[src/hdl/lsp_pkg.sv]
// Shared types and constants for the LED strip pixel store and encoder.
package lsp_pkg;

	// Field widths fixed by the interface
	localparam int CNT_W          = 7;
	localparam int PAT_W          = 8;
	localparam int IDX_IN_W       = 16;
	localparam int CHAN_W         = 8;
	localparam int COLOR_W        = 24;
	localparam int BITS_PER_PIXEL = 24;
	localparam int BIT_CNT_W      = 5;
	localparam int STEP_W         = $clog2(IDX_IN_W);

	// Defaults
	localparam int MAX_PIXELS_DEF   = 64;
	localparam int RESET_COUNT      = 64;
	localparam int RESET_ONE_PAT    = 248;
	localparam int RESET_ZERO_PAT   = 192;
	localparam int FIFO_DEPTH       = 2;

	typedef enum logic [1:0] {
		MODE_WRITE = 2'd0,
		MODE_FILL  = 2'd1,
		MODE_CLEAR = 2'd2,
		MODE_EMIT  = 2'd3
	} mode_t;

	typedef enum logic [1:0] {
		REG_PIXEL_COUNT = 2'd0,
		REG_ONE_PAT     = 2'd1,
		REG_ZERO_PAT    = 2'd2
	} reg_idx_t;

	// Command handed from the front to the back
	typedef struct packed {
		mode_t              mode;
		logic [CNT_W-1:0]   idx;
		logic [COLOR_W-1:0] colour;
	} cmd_t;

	// Live configuration seen by both halves
	typedef struct packed {
		logic [CNT_W-1:0] count;
		logic [PAT_W-1:0] one_pat;
		logic [PAT_W-1:0] zero_pat;
	} cfg_t;

	typedef enum logic [1:0] {
		F_IDLE,
		F_DIV,
		F_PUSH
	} front_state_t;

	typedef enum logic [1:0] {
		B_CLEAR,
		B_IDLE,
		B_FILL,
		B_EMIT
	} back_state_t;

endpackage

[src/hdl/lsp_fifo.sv]
// Small two-entry queue used between the halves and on the result side.
module lsp_fifo #(
	parameter int DW = 8
) (
	input  logic          clk,
	input  logic          arst_n,
	input  logic          push,
	input  logic [DW-1:0] wdata,
	output logic          full,
	input  logic          pop,
	output logic [DW-1:0] rdata,
	output logic          empty
);
	import lsp_pkg::*;

	localparam int PTR_W = (FIFO_DEPTH > 1) ? $clog2(FIFO_DEPTH) : 1;
	localparam int LVL_W = $clog2(FIFO_DEPTH + 1);

	logic [DW-1:0]    slot_q [FIFO_DEPTH];
	logic [PTR_W-1:0] wr_ptr_q;
	logic [PTR_W-1:0] rd_ptr_q;
	logic [LVL_W-1:0] level_q;
	logic             do_push;
	logic             do_pop;

	assign full    = (level_q == LVL_W'(FIFO_DEPTH));
	assign empty   = (level_q == '0);
	assign do_push = push && !full;
	assign do_pop  = pop && !empty;
	assign rdata   = slot_q[rd_ptr_q];

	// Store the incoming beat
	always_ff @(posedge clk) begin
		if (do_push) begin
			slot_q[wr_ptr_q] <= wdata;
		end
	end

	// Advance pointers and level
	always_ff @(posedge clk or negedge arst_n) begin
		if (!arst_n) begin
			wr_ptr_q <= '0;
			rd_ptr_q <= '0;
			level_q  <= '0;
		end else begin
			if (do_push) begin
				wr_ptr_q <= (wr_ptr_q == PTR_W'(FIFO_DEPTH - 1)) ? '0 : wr_ptr_q + 1'b1;
			end
			if (do_pop) begin
				rd_ptr_q <= (rd_ptr_q == PTR_W'(FIFO_DEPTH - 1)) ? '0 : rd_ptr_q + 1'b1;
			end
			if (do_push && !do_pop) begin
				level_q <= level_q + 1'b1;
			end else if (do_pop && !do_push) begin
				level_q <= level_q - 1'b1;
			end
		end
	end

endmodule

[src/hdl/lsp_front.sv]
// Front half: accepts items and reduces the signed index modulo the pixel count.
module lsp_front (
	input  logic                        clk,
	input  logic                        arst_n,
	input  lsp_pkg::cfg_t               cfg,
	input  logic                        clearing,
	input  logic                        push,
	output logic                        full,
	input  logic [1:0]                  mode,
	input  logic signed [15:0]          pixel_index,
	input  logic [7:0]                  red,
	input  logic [7:0]                  green,
	input  logic [7:0]                  blue,
	output logic                        cmd_push,
	output lsp_pkg::cmd_t               cmd,
	input  logic                        cmd_full
);
	import lsp_pkg::*;

	front_state_t          state_q;
	front_state_t          state_nxt;
	mode_t                 mode_q;
	logic                  neg_q;
	logic [IDX_IN_W-1:0]   mag_q;
	logic [CNT_W-1:0]      rem_q;
	logic [STEP_W-1:0]     step_q;
	logic [COLOR_W-1:0]    colour_q;
	logic [CNT_W:0]        trial;
	logic [CNT_W-1:0]      rem_nxt;
	logic                  accept;
	mode_t                 in_mode;

	assign in_mode = mode_t'(mode);
	assign accept  = push && !full;

	// One restoring-remainder step per cycle
	always_comb begin
		trial = {rem_q, mag_q[IDX_IN_W-1]};
		if (trial >= {1'b0, cfg.count}) begin
			rem_nxt = CNT_W'(trial - {1'b0, cfg.count});
		end else begin
			rem_nxt = trial[CNT_W-1:0];
		end
	end

	// Next state
	always_comb begin
		state_nxt = state_q;
		case (state_q)
			F_IDLE: begin
				if (accept && cfg.count != '0) begin
					if (in_mode inside {MODE_FILL, MODE_CLEAR}) begin
						state_nxt = F_PUSH;
					end else begin
						state_nxt = F_DIV;
					end
				end
			end
			F_DIV: begin
				if (step_q == STEP_W'(IDX_IN_W - 1)) begin
					state_nxt = F_PUSH;
				end
			end
			F_PUSH: begin
				if (!cmd_full) begin
					state_nxt = F_IDLE;
				end
			end
			default: state_nxt = F_IDLE;
		endcase
	end

	// Outputs
	always_comb begin
		full        = (state_q != F_IDLE) || clearing;
		cmd_push    = (state_q == F_PUSH);
		cmd.mode    = mode_q;
		cmd.colour  = colour_q;
		cmd.idx     = (neg_q && rem_q != '0) ? cfg.count - rem_q : rem_q;
	end

	always_ff @(posedge clk or negedge arst_n) begin
		if (!arst_n) begin
			state_q <= F_IDLE;
		end else begin
			state_q <= state_nxt;
		end
	end

	// Capture the item, then shift the magnitude through the divider
	always_ff @(posedge clk) begin
		if (state_q == F_IDLE && accept) begin
			mode_q   <= in_mode;
			neg_q    <= pixel_index[IDX_IN_W-1];
			mag_q    <= pixel_index[IDX_IN_W-1] ? IDX_IN_W'(-pixel_index)
			                                    : IDX_IN_W'(pixel_index);
			rem_q    <= '0;
			step_q   <= '0;
			colour_q <= {red, green, blue};
		end else if (state_q == F_DIV) begin
			mag_q  <= {mag_q[IDX_IN_W-2:0], 1'b0};
			rem_q  <= rem_nxt;
			step_q <= step_q + 1'b1;
		end
	end

endmodule

[src/hdl/lsp_back.sv]
// Back half: owns the pixel memory, runs write, fill, clear and emit commands.
module lsp_back #(
	parameter int MAX_PIXELS = lsp_pkg::MAX_PIXELS_DEF
) (
	input  logic          clk,
	input  logic          arst_n,
	input  lsp_pkg::cfg_t cfg,
	output logic          clearing,
	input  lsp_pkg::cmd_t cmd,
	input  logic          cmd_empty,
	output logic          cmd_pop,
	output logic          out_push,
	output logic [7:0]    out_byte,
	output logic          out_last,
	input  logic          out_full
);
	import lsp_pkg::*;

	localparam int ADDR_W = (MAX_PIXELS > 1) ? $clog2(MAX_PIXELS) : 1;

	logic [COLOR_W-1:0]   mem [MAX_PIXELS];
	logic [COLOR_W-1:0]   rd_q;
	back_state_t          state_q;
	back_state_t          state_nxt;
	logic [ADDR_W-1:0]    clr_ptr_q;
	logic [CNT_W-1:0]     fill_ptr_q;
	logic [COLOR_W-1:0]   fill_colour_q;
	logic [BIT_CNT_W-1:0] bit_cnt_q;
	logic                 we;
	logic [ADDR_W-1:0]    waddr;
	logic [COLOR_W-1:0]   wdata;
	logic                 re;
	logic                 cur_bit;
	logic                 clr_done;
	logic                 fill_done;
	logic                 emit_done;

	assign clr_done  = (clr_ptr_q == ADDR_W'(MAX_PIXELS - 1));
	assign fill_done = (fill_ptr_q == cfg.count - 1'b1);
	assign emit_done = (bit_cnt_q == BIT_CNT_W'(BITS_PER_PIXEL - 1));
	assign cur_bit   = rd_q[BIT_CNT_W'(BITS_PER_PIXEL - 1) - bit_cnt_q];

	// Next state
	always_comb begin
		state_nxt = state_q;
		case (state_q)
			B_CLEAR: begin
				if (clr_done) begin
					state_nxt = B_IDLE;
				end
			end
			B_IDLE: begin
				if (!cmd_empty) begin
					case (cmd.mode)
						MODE_FILL, MODE_CLEAR: state_nxt = B_FILL;
						MODE_EMIT:             state_nxt = B_EMIT;
						default:               state_nxt = B_IDLE;
					endcase
				end
			end
			B_FILL: begin
				if (fill_done) begin
					state_nxt = B_IDLE;
				end
			end
			B_EMIT: begin
				if (!out_full && emit_done) begin
					state_nxt = B_IDLE;
				end
			end
			default: state_nxt = B_IDLE;
		endcase
	end

	// Outputs
	always_comb begin
		clearing = (state_q == B_CLEAR);
		cmd_pop  = (state_q == B_IDLE) && !cmd_empty;
		we       = 1'b0;
		waddr    = ADDR_W'(cmd.idx);
		wdata    = cmd.colour;
		re       = 1'b0;
		out_push = (state_q == B_EMIT) && !out_full;
		out_byte = cur_bit ? cfg.one_pat : cfg.zero_pat;
		out_last = emit_done;
		case (state_q)
			B_CLEAR: begin
				we    = 1'b1;
				waddr = clr_ptr_q;
				wdata = '0;
			end
			B_IDLE: begin
				we = !cmd_empty && (cmd.mode == MODE_WRITE);
				re = !cmd_empty && (cmd.mode == MODE_EMIT);
			end
			B_FILL: begin
				we    = 1'b1;
				waddr = ADDR_W'(fill_ptr_q);
				wdata = fill_colour_q;
			end
			default: ;
		endcase
	end

	// Pixel memory with registered read
	always_ff @(posedge clk) begin
		if (we) begin
			mem[waddr] <= wdata;
		end
		if (re) begin
			rd_q <= mem[ADDR_W'(cmd.idx)];
		end
	end

	always_ff @(posedge clk or negedge arst_n) begin
		if (!arst_n) begin
			state_q   <= B_CLEAR;
			clr_ptr_q <= '0;
		end else begin
			state_q <= state_nxt;
			if (state_q == B_CLEAR) begin
				clr_ptr_q <= clr_ptr_q + 1'b1;
			end
		end
	end

	// Walk counters for fill and emit
	always_ff @(posedge clk) begin
		if (state_q == B_IDLE && !cmd_empty) begin
			fill_ptr_q    <= '0;
			fill_colour_q <= (cmd.mode == MODE_FILL) ? cmd.colour : '0;
			bit_cnt_q     <= '0;
		end else if (state_q == B_FILL) begin
			fill_ptr_q <= fill_ptr_q + 1'b1;
		end else if (out_push) begin
			bit_cnt_q <= bit_cnt_q + 1'b1;
		end
	end

endmodule

[src/hdl/led_strip_pixel_store_encoder_core.sv]
// Top level of the LED strip pixel store and serial bit encoder.
//
//   channel   direction  handshake                beat contents
//   input     in         push / full              mode, pixel_index, red, green, blue
//   result    out        empty / pop              code_byte, pixel_last
//   config    in         cfg_valid / cfg_ready    cfg_index, cfg_data
//
// Write and emit pass through the 16-step index remainder unit in the front;
// fill and clear skip it. The back writes one pixel per cycle for fill and clear,
// and emit does one memory read, then sends one code byte per cycle while the
// result queue is not full. After reset the back sweeps MAX_PIXELS entries to
// zero, holding full high during the sweep. A stalled result side holds the
// back in emit; the two-entry command queue lets the front keep working.
module led_strip_pixel_store_encoder_core #(
	parameter int MAX_PIXELS = lsp_pkg::MAX_PIXELS_DEF
) (
	input  logic               clk,
	input  logic               arst_n,
	input  logic               push,
	output logic               full,
	input  logic [1:0]         mode,
	input  logic signed [15:0] pixel_index,
	input  logic [7:0]         red,
	input  logic [7:0]         green,
	input  logic [7:0]         blue,
	output logic               empty,
	input  logic               pop,
	output logic [7:0]         code_byte,
	output logic               pixel_last,
	input  logic               cfg_valid,
	output logic               cfg_ready,
	input  logic [1:0]         cfg_index,
	input  logic [7:0]         cfg_data
);
	import lsp_pkg::*;

	localparam int CMD_W = $bits(cmd_t);
	localparam int OUT_W = PAT_W + 1;

	logic [CNT_W-1:0] count_q;
	logic [PAT_W-1:0] one_pat_q;
	logic [PAT_W-1:0] zero_pat_q;
	cfg_t             cfg;
	logic             clearing;
	logic             cmd_push;
	logic             cmd_full;
	logic             cmd_pop;
	logic             cmd_empty;
	cmd_t             cmd_in;
	logic [CMD_W-1:0] cmd_out_bits;
	cmd_t             cmd_out;
	logic             out_push;
	logic             out_full;
	logic [PAT_W-1:0] out_byte;
	logic             out_last;
	logic [OUT_W-1:0] out_bits;

	assign cfg_ready = 1'b1;

	// Configuration registers
	always_ff @(posedge clk or negedge arst_n) begin
		if (!arst_n) begin
			count_q    <= CNT_W'(RESET_COUNT);
			one_pat_q  <= PAT_W'(RESET_ONE_PAT);
			zero_pat_q <= PAT_W'(RESET_ZERO_PAT);
		end else if (cfg_valid && cfg_ready) begin
			case (cfg_index)
				REG_PIXEL_COUNT: count_q    <= cfg_data[CNT_W-1:0];
				REG_ONE_PAT:     one_pat_q  <= cfg_data;
				REG_ZERO_PAT:    zero_pat_q <= cfg_data;
				default: ;
			endcase
		end
	end

	// Saturate the active count to the store size
	always_comb begin
		cfg.count    = (32'(count_q) > MAX_PIXELS) ? CNT_W'(MAX_PIXELS) : count_q;
		cfg.one_pat  = one_pat_q;
		cfg.zero_pat = zero_pat_q;
	end

	lsp_front u_front (
		.clk         (clk),
		.arst_n      (arst_n),
		.cfg         (cfg),
		.clearing    (clearing),
		.push        (push),
		.full        (full),
		.mode        (mode),
		.pixel_index (pixel_index),
		.red         (red),
		.green       (green),
		.blue        (blue),
		.cmd_push    (cmd_push),
		.cmd         (cmd_in),
		.cmd_full    (cmd_full)
	);

	lsp_fifo #(
		.DW (CMD_W)
	) u_cmd_fifo (
		.clk    (clk),
		.arst_n (arst_n),
		.push   (cmd_push),
		.wdata  (cmd_in),
		.full   (cmd_full),
		.pop    (cmd_pop),
		.rdata  (cmd_out_bits),
		.empty  (cmd_empty)
	);

	assign cmd_out = cmd_t'(cmd_out_bits);

	lsp_back #(
		.MAX_PIXELS (MAX_PIXELS)
	) u_back (
		.clk       (clk),
		.arst_n    (arst_n),
		.cfg       (cfg),
		.clearing  (clearing),
		.cmd       (cmd_out),
		.cmd_empty (cmd_empty),
		.cmd_pop   (cmd_pop),
		.out_push  (out_push),
		.out_byte  (out_byte),
		.out_last  (out_last),
		.out_full  (out_full)
	);

	lsp_fifo #(
		.DW (OUT_W)
	) u_out_fifo (
		.clk    (clk),
		.arst_n (arst_n),
		.push   (out_push),
		.wdata  ({out_byte, out_last}),
		.full   (out_full),
		.pop    (pop),
		.rdata  (out_bits),
		.empty  (empty)
	);

	assign code_byte  = out_bits[OUT_W-1:1];
	assign pixel_last = out_bits[0];

	// Mapped index of a write or emit lands inside the active range
	a_idx_in_range: assert property (@(posedge clk) disable iff (!arst_n)
		(cmd_push && (cmd_in.mode == MODE_WRITE || cmd_in.mode == MODE_EMIT))
		|-> (cmd_in.idx < cfg.count))
		else $error("mapped pixel index outside active range");

	// No item is taken while the store is being swept after reset
	a_no_accept_clearing: assert property (@(posedge clk) disable iff (!arst_n)
		clearing |-> full)
		else $error("input accepted during reset sweep");

	// The back never offers a code byte to a full result queue
	a_no_out_overflow: assert property (@(posedge clk) disable iff (!arst_n)
		out_push |-> !out_full)
		else $error("result queue overflow");

	// After the last byte of a pixel the back stops emitting
	a_last_ends_pixel: assert property (@(posedge clk) disable iff (!arst_n)
		(out_push && out_last) |=> !out_push)
		else $error("emit continued past last byte");

endmodule

[config.mk]
export PLATFORM = sky130hd
export DESIGN_NAME = led_strip_pixel_store_encoder_core
export DESIGN_NICKNAME = d
export VERILOG_FILES = /design/src/hdl/lsp_pkg.sv /design/src/hdl/lsp_fifo.sv /design/src/hdl/lsp_front.sv /design/src/hdl/lsp_back.sv /design/src/hdl/led_strip_pixel_store_encoder_core.sv
export SDC_FILE = /design/constraint.sdc
export NUM_CORES = 2
export LEC_CHECK = 0
export ABC_CLOCK_PERIOD_IN_PS = 6150
export CAP_MARGIN = 10
export CORE_MARGIN = 8
export CORE_UTILIZATION = 60
export DETAILED_ROUTE_END_ITERATION = 12
export DONT_BUFFER_PORTS = 1
export MAX_ROUTING_LAYER = met4
export PLACE_DENSITY = 0.8
export REMOVE_ABC_BUFFERS = 1
export SLEW_MARGIN = 10
export SYNTH_ARGS = -nofsm -noshare
export SYNTH_HDL_FRONTEND = slang
export SYNTH_HIERARCHICAL = 1
export SYNTH_SLANG_ARGS = --single-unit
[constraint.sdc]
create_clock -name clk -period 6.15 [get_ports clk]
set_input_delay 0 -clock clk [delete_from_list [all_inputs] [get_ports clk]]
set_output_delay 0 -clock clk [all_outputs]
set_load 0.02 [all_outputs]
[Yosys cells after proc, flatten, opt, wreduce, memory -nomap -nowiden]
Memories as Yosys holds them, arrays and structs flattened. A register that Yosys moved wholly into a read port is not among the register bits.
Index checks and enable logic that the tools add are counted.
Word-level totals
  flip-flop bits (word level): 131
  latch bits: 0
  RAM bits: 1620
  memory bits (read-only): 0
  input bits: 57
  logic and storage cells: 156
  memories: 3
Cells by class
  $add $sub $neg: 17
  $mul: 0
  divide/modulo/power cells: 0
  order comparisons: 3
  equal/unequal tests: 25
  shift operators: 0
  muxes and demuxes: 38
  bitwise gates (word level): 1
  reduce and logical (&&, ||, !) cells: 48
Memory list
  u_back.mem: depth 64, width 24, read ports 1, clocked after Yosys merged registers in 1, wr ports 1, RTL line lsp_back.sv:21  | logic [COLOR_W-1:0] mem [MAX_PIXELS];
  u_cmd_fifo.slot_q: depth 2, width 33, read ports 1, clocked after Yosys merged registers in 0, wr ports 1, RTL line lsp_fifo.sv:19  | logic [DW-1:0] slot_q [FIFO_DEPTH];
  u_out_fifo.slot_q: depth 2, width 9, read ports 1, clocked after Yosys merged registers in 0, wr ports 1, RTL line lsp_fifo.sv:19
Operators with widths (number)
  16-bit 2-to-1 mux: 3
  24-bit case mux with 2 select lines: 1
  2-bit 2-to-1 mux: 12
  7-bit 2-to-1 mux: 3
  2-bit == test, second input constant: 9
  1-bit logical AND: 17
  16-bit negator: 1
  7-bit nonzero test: 2
  7-bit subtractor: 2
  2-bit zero test: 6
  1-bit 2-to-1 mux: 12
  6-bit case mux with 2 select lines: 1
  2-bit by 1-bit == test with 1-bit output, second input constant: 5
  2-bit by 1-bit != test with 1-bit output, second input constant: 5
  2-bit nonzero test: 5
  1-bit zero test: 9
  8-bit by 7-bit greater-or-equal comparator with 1-bit output: 1
  8-bit 2-to-1 mux: 1
  2-bit case mux with 4 select lines: 1
  2-bit AND reduction: 4
  7-bit by 1-bit adder with 7-bit output, second input constant: 1
  7-bit == test: 1
  7-bit greater-than comparator, second input constant: 1
  7-bit by 1-bit subtractor with 7-bit output, second input constant: 1
  21 further kinds: 28

[Logic depth before layout (Yosys ltp)]
  depth in word-level cells: 8
  mapped depth: 13
  gate-level depth less buffers: 9

[Modules after synthesis]
The synthesis kept the hierarchy.
Modules (own cells, without submodules)
  lsp_back: instances 1, cells an instance 2883, area an instance 62504.9 um^2, seq. area each 48006.0 um^2
  lsp_front: instances 1, cells an instance 297, area an instance 3083.0 um^2, seq. area each 1561.5 um^2
  lsp_fifo (u_cmd_fifo): instances 1, cells an instance 122, area an instance 2730.1 um^2, seq. area each 2082.0 um^2
  led_strip_pixel_store_encoder_core: instances 1, cells an instance 58, area an instance 938.4 um^2, seq. area each 585.6 um^2
  lsp_fifo (u_out_fifo): instances 1, cells an instance 47, area an instance 845.8 um^2, seq. area each 640.6 um^2

[Worst setup path after synthesis]
Ideal clock, no wire load.
  path type: flip-flop to flip-flop
  from: reg u_back.state_q[0]
  to: mem u_back.mem[0][22] (data pin)
  arrival time: 3728 ps
  setup slack: 1721 ps
  stages on the path, launching flop included: 6
  path buffers: 4
  path through: dfrtp_1 -> clkbuf_1 -> clkbuf_1 -> buf_1 -> clkbuf_1 -> o21ai_0
Between the ends
  longest elaborated chain between the ends: 2
Ends and longest elaborated chain
  start: declaration: RTL line lsp_back.sv:23  | back_state_t state_q;
  start signal: assignment: RTL line lsp_back.sv:120  | state_q <= state_nxt;
  2-bit == test / 2-bit zero test (equally long branches): RTL line lsp_back.sv:86  | case (state_q)
  24-bit case mux with 2 select lines *: RTL line lsp_back.sv:86
  named net u_back.wdata[22]: RTL line lsp_back.sv:31  | logic [COLOR_W-1:0] wdata;
  end: declaration: RTL line lsp_back.sv:21
Mark *: on every way through the listed nets, which the timed path passes. The rest lies on a longest branch.

==> results.toml <==
[place]
portBuffers = 0
dpl.hpwl_um = 95580
postPlaceCellArea_sq_mm = 0.07216
pre_cts_ws_ps = 1867
place.gp.congestion = 1.011

[clocking]
cts_resized = 0
insertion_delay_ps = 790
cts.sinks = 1773
clockBufferDepth = 3
cts_made_buffers = 170
htreeDepth = 4
cts.clk_slew.worst_paths_ps = 60
cts.root.buffer_cell = "clkbuf_16"
cts_tree = "done"

[critical_path]
max_stage_delay_ps = 940
setup.worst_path.class = "reg -> reg"
cp.arrival_ps = 4770
end_kind = "flop"
reg2reg_depth = 7
critPathSlowestCell = "nor2_2"
critPathRequiredTime_ps = 6630
path_cells = "buf_4 > mux2_4 > mux2i_1 > buf_4 > or3_1 > nor2_2 > buf_4"
startpoint_type = "flop"
critPathMaxFanout = 41
cp_common_cell = "buf_4"

[floorplanning]
boundaryPins = 69
dieArea_sq_mm = 0.1278
die_x_um = 357.5
core_area_sq_mm = 0.1159
initial_core_util_pct = 60.39
std_cell_rows = 125
die_h_um = 357.5

[status]
outcome = "complete, no violations"

[timing]
relSlewSlack_pct = 10.24
hold_viol = 0
worstMarginPinSlew_ps = 1346
holdWs_ps = 33.56
post-route-min-period_ps = 4289
period_share_pct = 69.74
clock_skew_ps = 32.81
slew_violations = 0
fin_tns_setup_ps = 0
rsz0062_at_grt = "false"
fmax_ghz = 0.2331
setup_viol_count_final = 0
timing.final.ws_setup_ps = 1861

[route]
wl_um = 174200
drc = 0
vias = 35990
drt_pass1_iterations = 8
drt_first_iter_violations = 5498
ant_nets = 0
avgViaCountPerCell = 6.764
wl_per_cell_um = 32.74

[cells_and_area]
drive_gt1_share_pct = 25.46
fin_area_sq_mm = 0.07902
syn_to_final_growth_pct = 12.91
fin_nets = 3732

[power]
power_density_mw_per_mm2 = 306.2
power_w = 0.02419
cellLeakagePower_nw = 21.70
ir_drop_v = 0.0003101

[synthesis]
netlist_instances = 3398
synth_area_sq_mm = 0.06999
yosysWarnings = 6
syn_area_per_cell_sq_um = 20.60

[global_routing]
grt_pass1_wl_um = 250000
grt_max_degree = 119
track_usage_pct = 27.99
gr-total-overflow = 0
grt_pass1_vias = 36150
antenna_found_initial = 5

[min_path]
holdCritPathClass = "in -> reg"
worstHoldPathCells = 2

[run]
cap_violations = 0
-- sequential cells by signal, summed over array words and instances, names as in the netlist, 4 cells and up --
| name | flops |
|---|---|
| u_back/mem | 1536 |
| u_cmd_fifo/slot_q | 64 |
| u_back/fill_colour_q | 24 |
| u_back/rd_q | 24 |
| u_front/colour_q | 24 |
| u_out_fifo/slot_q | 18 |
| u_front/mag_q | 16 |
| one_pat_q | 8 |
| zero_pat_q | 8 |
| count_q | 7 |
| u_back/fill_ptr_q | 7 |
| u_front/rem_q | 7 |
| u_back/clr_ptr_q | 6 |
| u_back/bit_cnt_q | 5 |
| u_front/step_q | 4 |
-- what timing repair did --
action / CTS / global route
buffers inserted: 0 / 0
hold endpoints to repair: 117 / 0
hold buffers: 130 / 0
-- area by class of cell --
type / instances / area (sq um)
diodes: 5 / 12.51
flip-flops and latches: 1773 / 52820
repair buffers: 258 / 2395
inverters: 28 / 105.1
clock inverters: 99 / 955.9
well taps: 1524 / 1907
clock buffers: 217 / 4564
multi-input cells: 1416 / 16260
fillers: 6689 / 36870
-- worst paths after layout --
path,startpoint,end,slack [ps]
worst max-delay path,u_cmd_fifo/rd_ptr_q,u_back/mem[58][16],1860
worst min-delay path,cfg_data[4],one_pat_q[4],30
worst max register to register,u_cmd_fifo/rd_ptr_q,u_back/mem[58][16],1860
worst min register to register,u_front/colour_q[14],u_cmd_fifo/slot_q[0][14],450
max in group asynchronous,arst_n,zero_pat_q[7],5570
min in group asynchronous,arst_n,u_out_fifo/wr_ptr_q,320
-- power by group --
part,switching [W],total [W],internal (W)
sequential,0.0000502,0.0132,0.0131
clock,0.00453,0.0104,0.00591
combinational,0.000319,0.000597,0.000278
total,0.00489,0.0242,0.0193
-- per-stage QoR --
step                      utilization [%]  std cells
after CTS                           68.17       5315
after global placement              62.26       4869
after floorplan                         -       3217
after global routing                68.18       5318
after detailed placement            62.26       4869
final                               68.18       5320
-- metal layers --
metal	track usage (%)	up-vias	wire, um
met3	5.594	454	19050
met1	35.48	18600	60860
met2	44.36	2471	85490
met4	12.63	0	8780
li1	-	14460	-
met5	-	-	0
-- critical path: cells and delay by family (launching register included) --
kind          cells  cell delay, ps
buf+inv           3            1000
mux               2             860
simple gates      2            1550
flops             1             530
-- cells in the final DEF, fill, tap and decap left out, types with 9 or more instances in the layout --
master and count:
xnor2_1 25, a2111oi_0 16, inv_1 27, dfxtp_1 23, o22ai_1 38, a21oi_1 9
xor2_1 31, buf_4 119, clkinv_1 40, nor2_1 115, nand3_1 16, a21boi_0 18
a32o_1 17, o21bai_1 20, o31ai_1 11, mux2_2 73, bufinv_16 15, o211ai_1 21
nand4_1 13, dlygate4sd3_1 128, nor2b_1 29, clkbuf_16 173, nand2_1 102, edfxtp_1 1709
nor2_2 64, clkbuf_1 37, a22oi_1 17, buf_12 11, dfrtp_1 32, a22o_2 18
clkinv_2 27, mux4_2 372, a211oi_1 19, mux2i_1 113, nand2b_1 15, o21ai_0 55
and2_1 25, mux2_4 25, ha_1 26
Power figures use the tool's default switching activity.
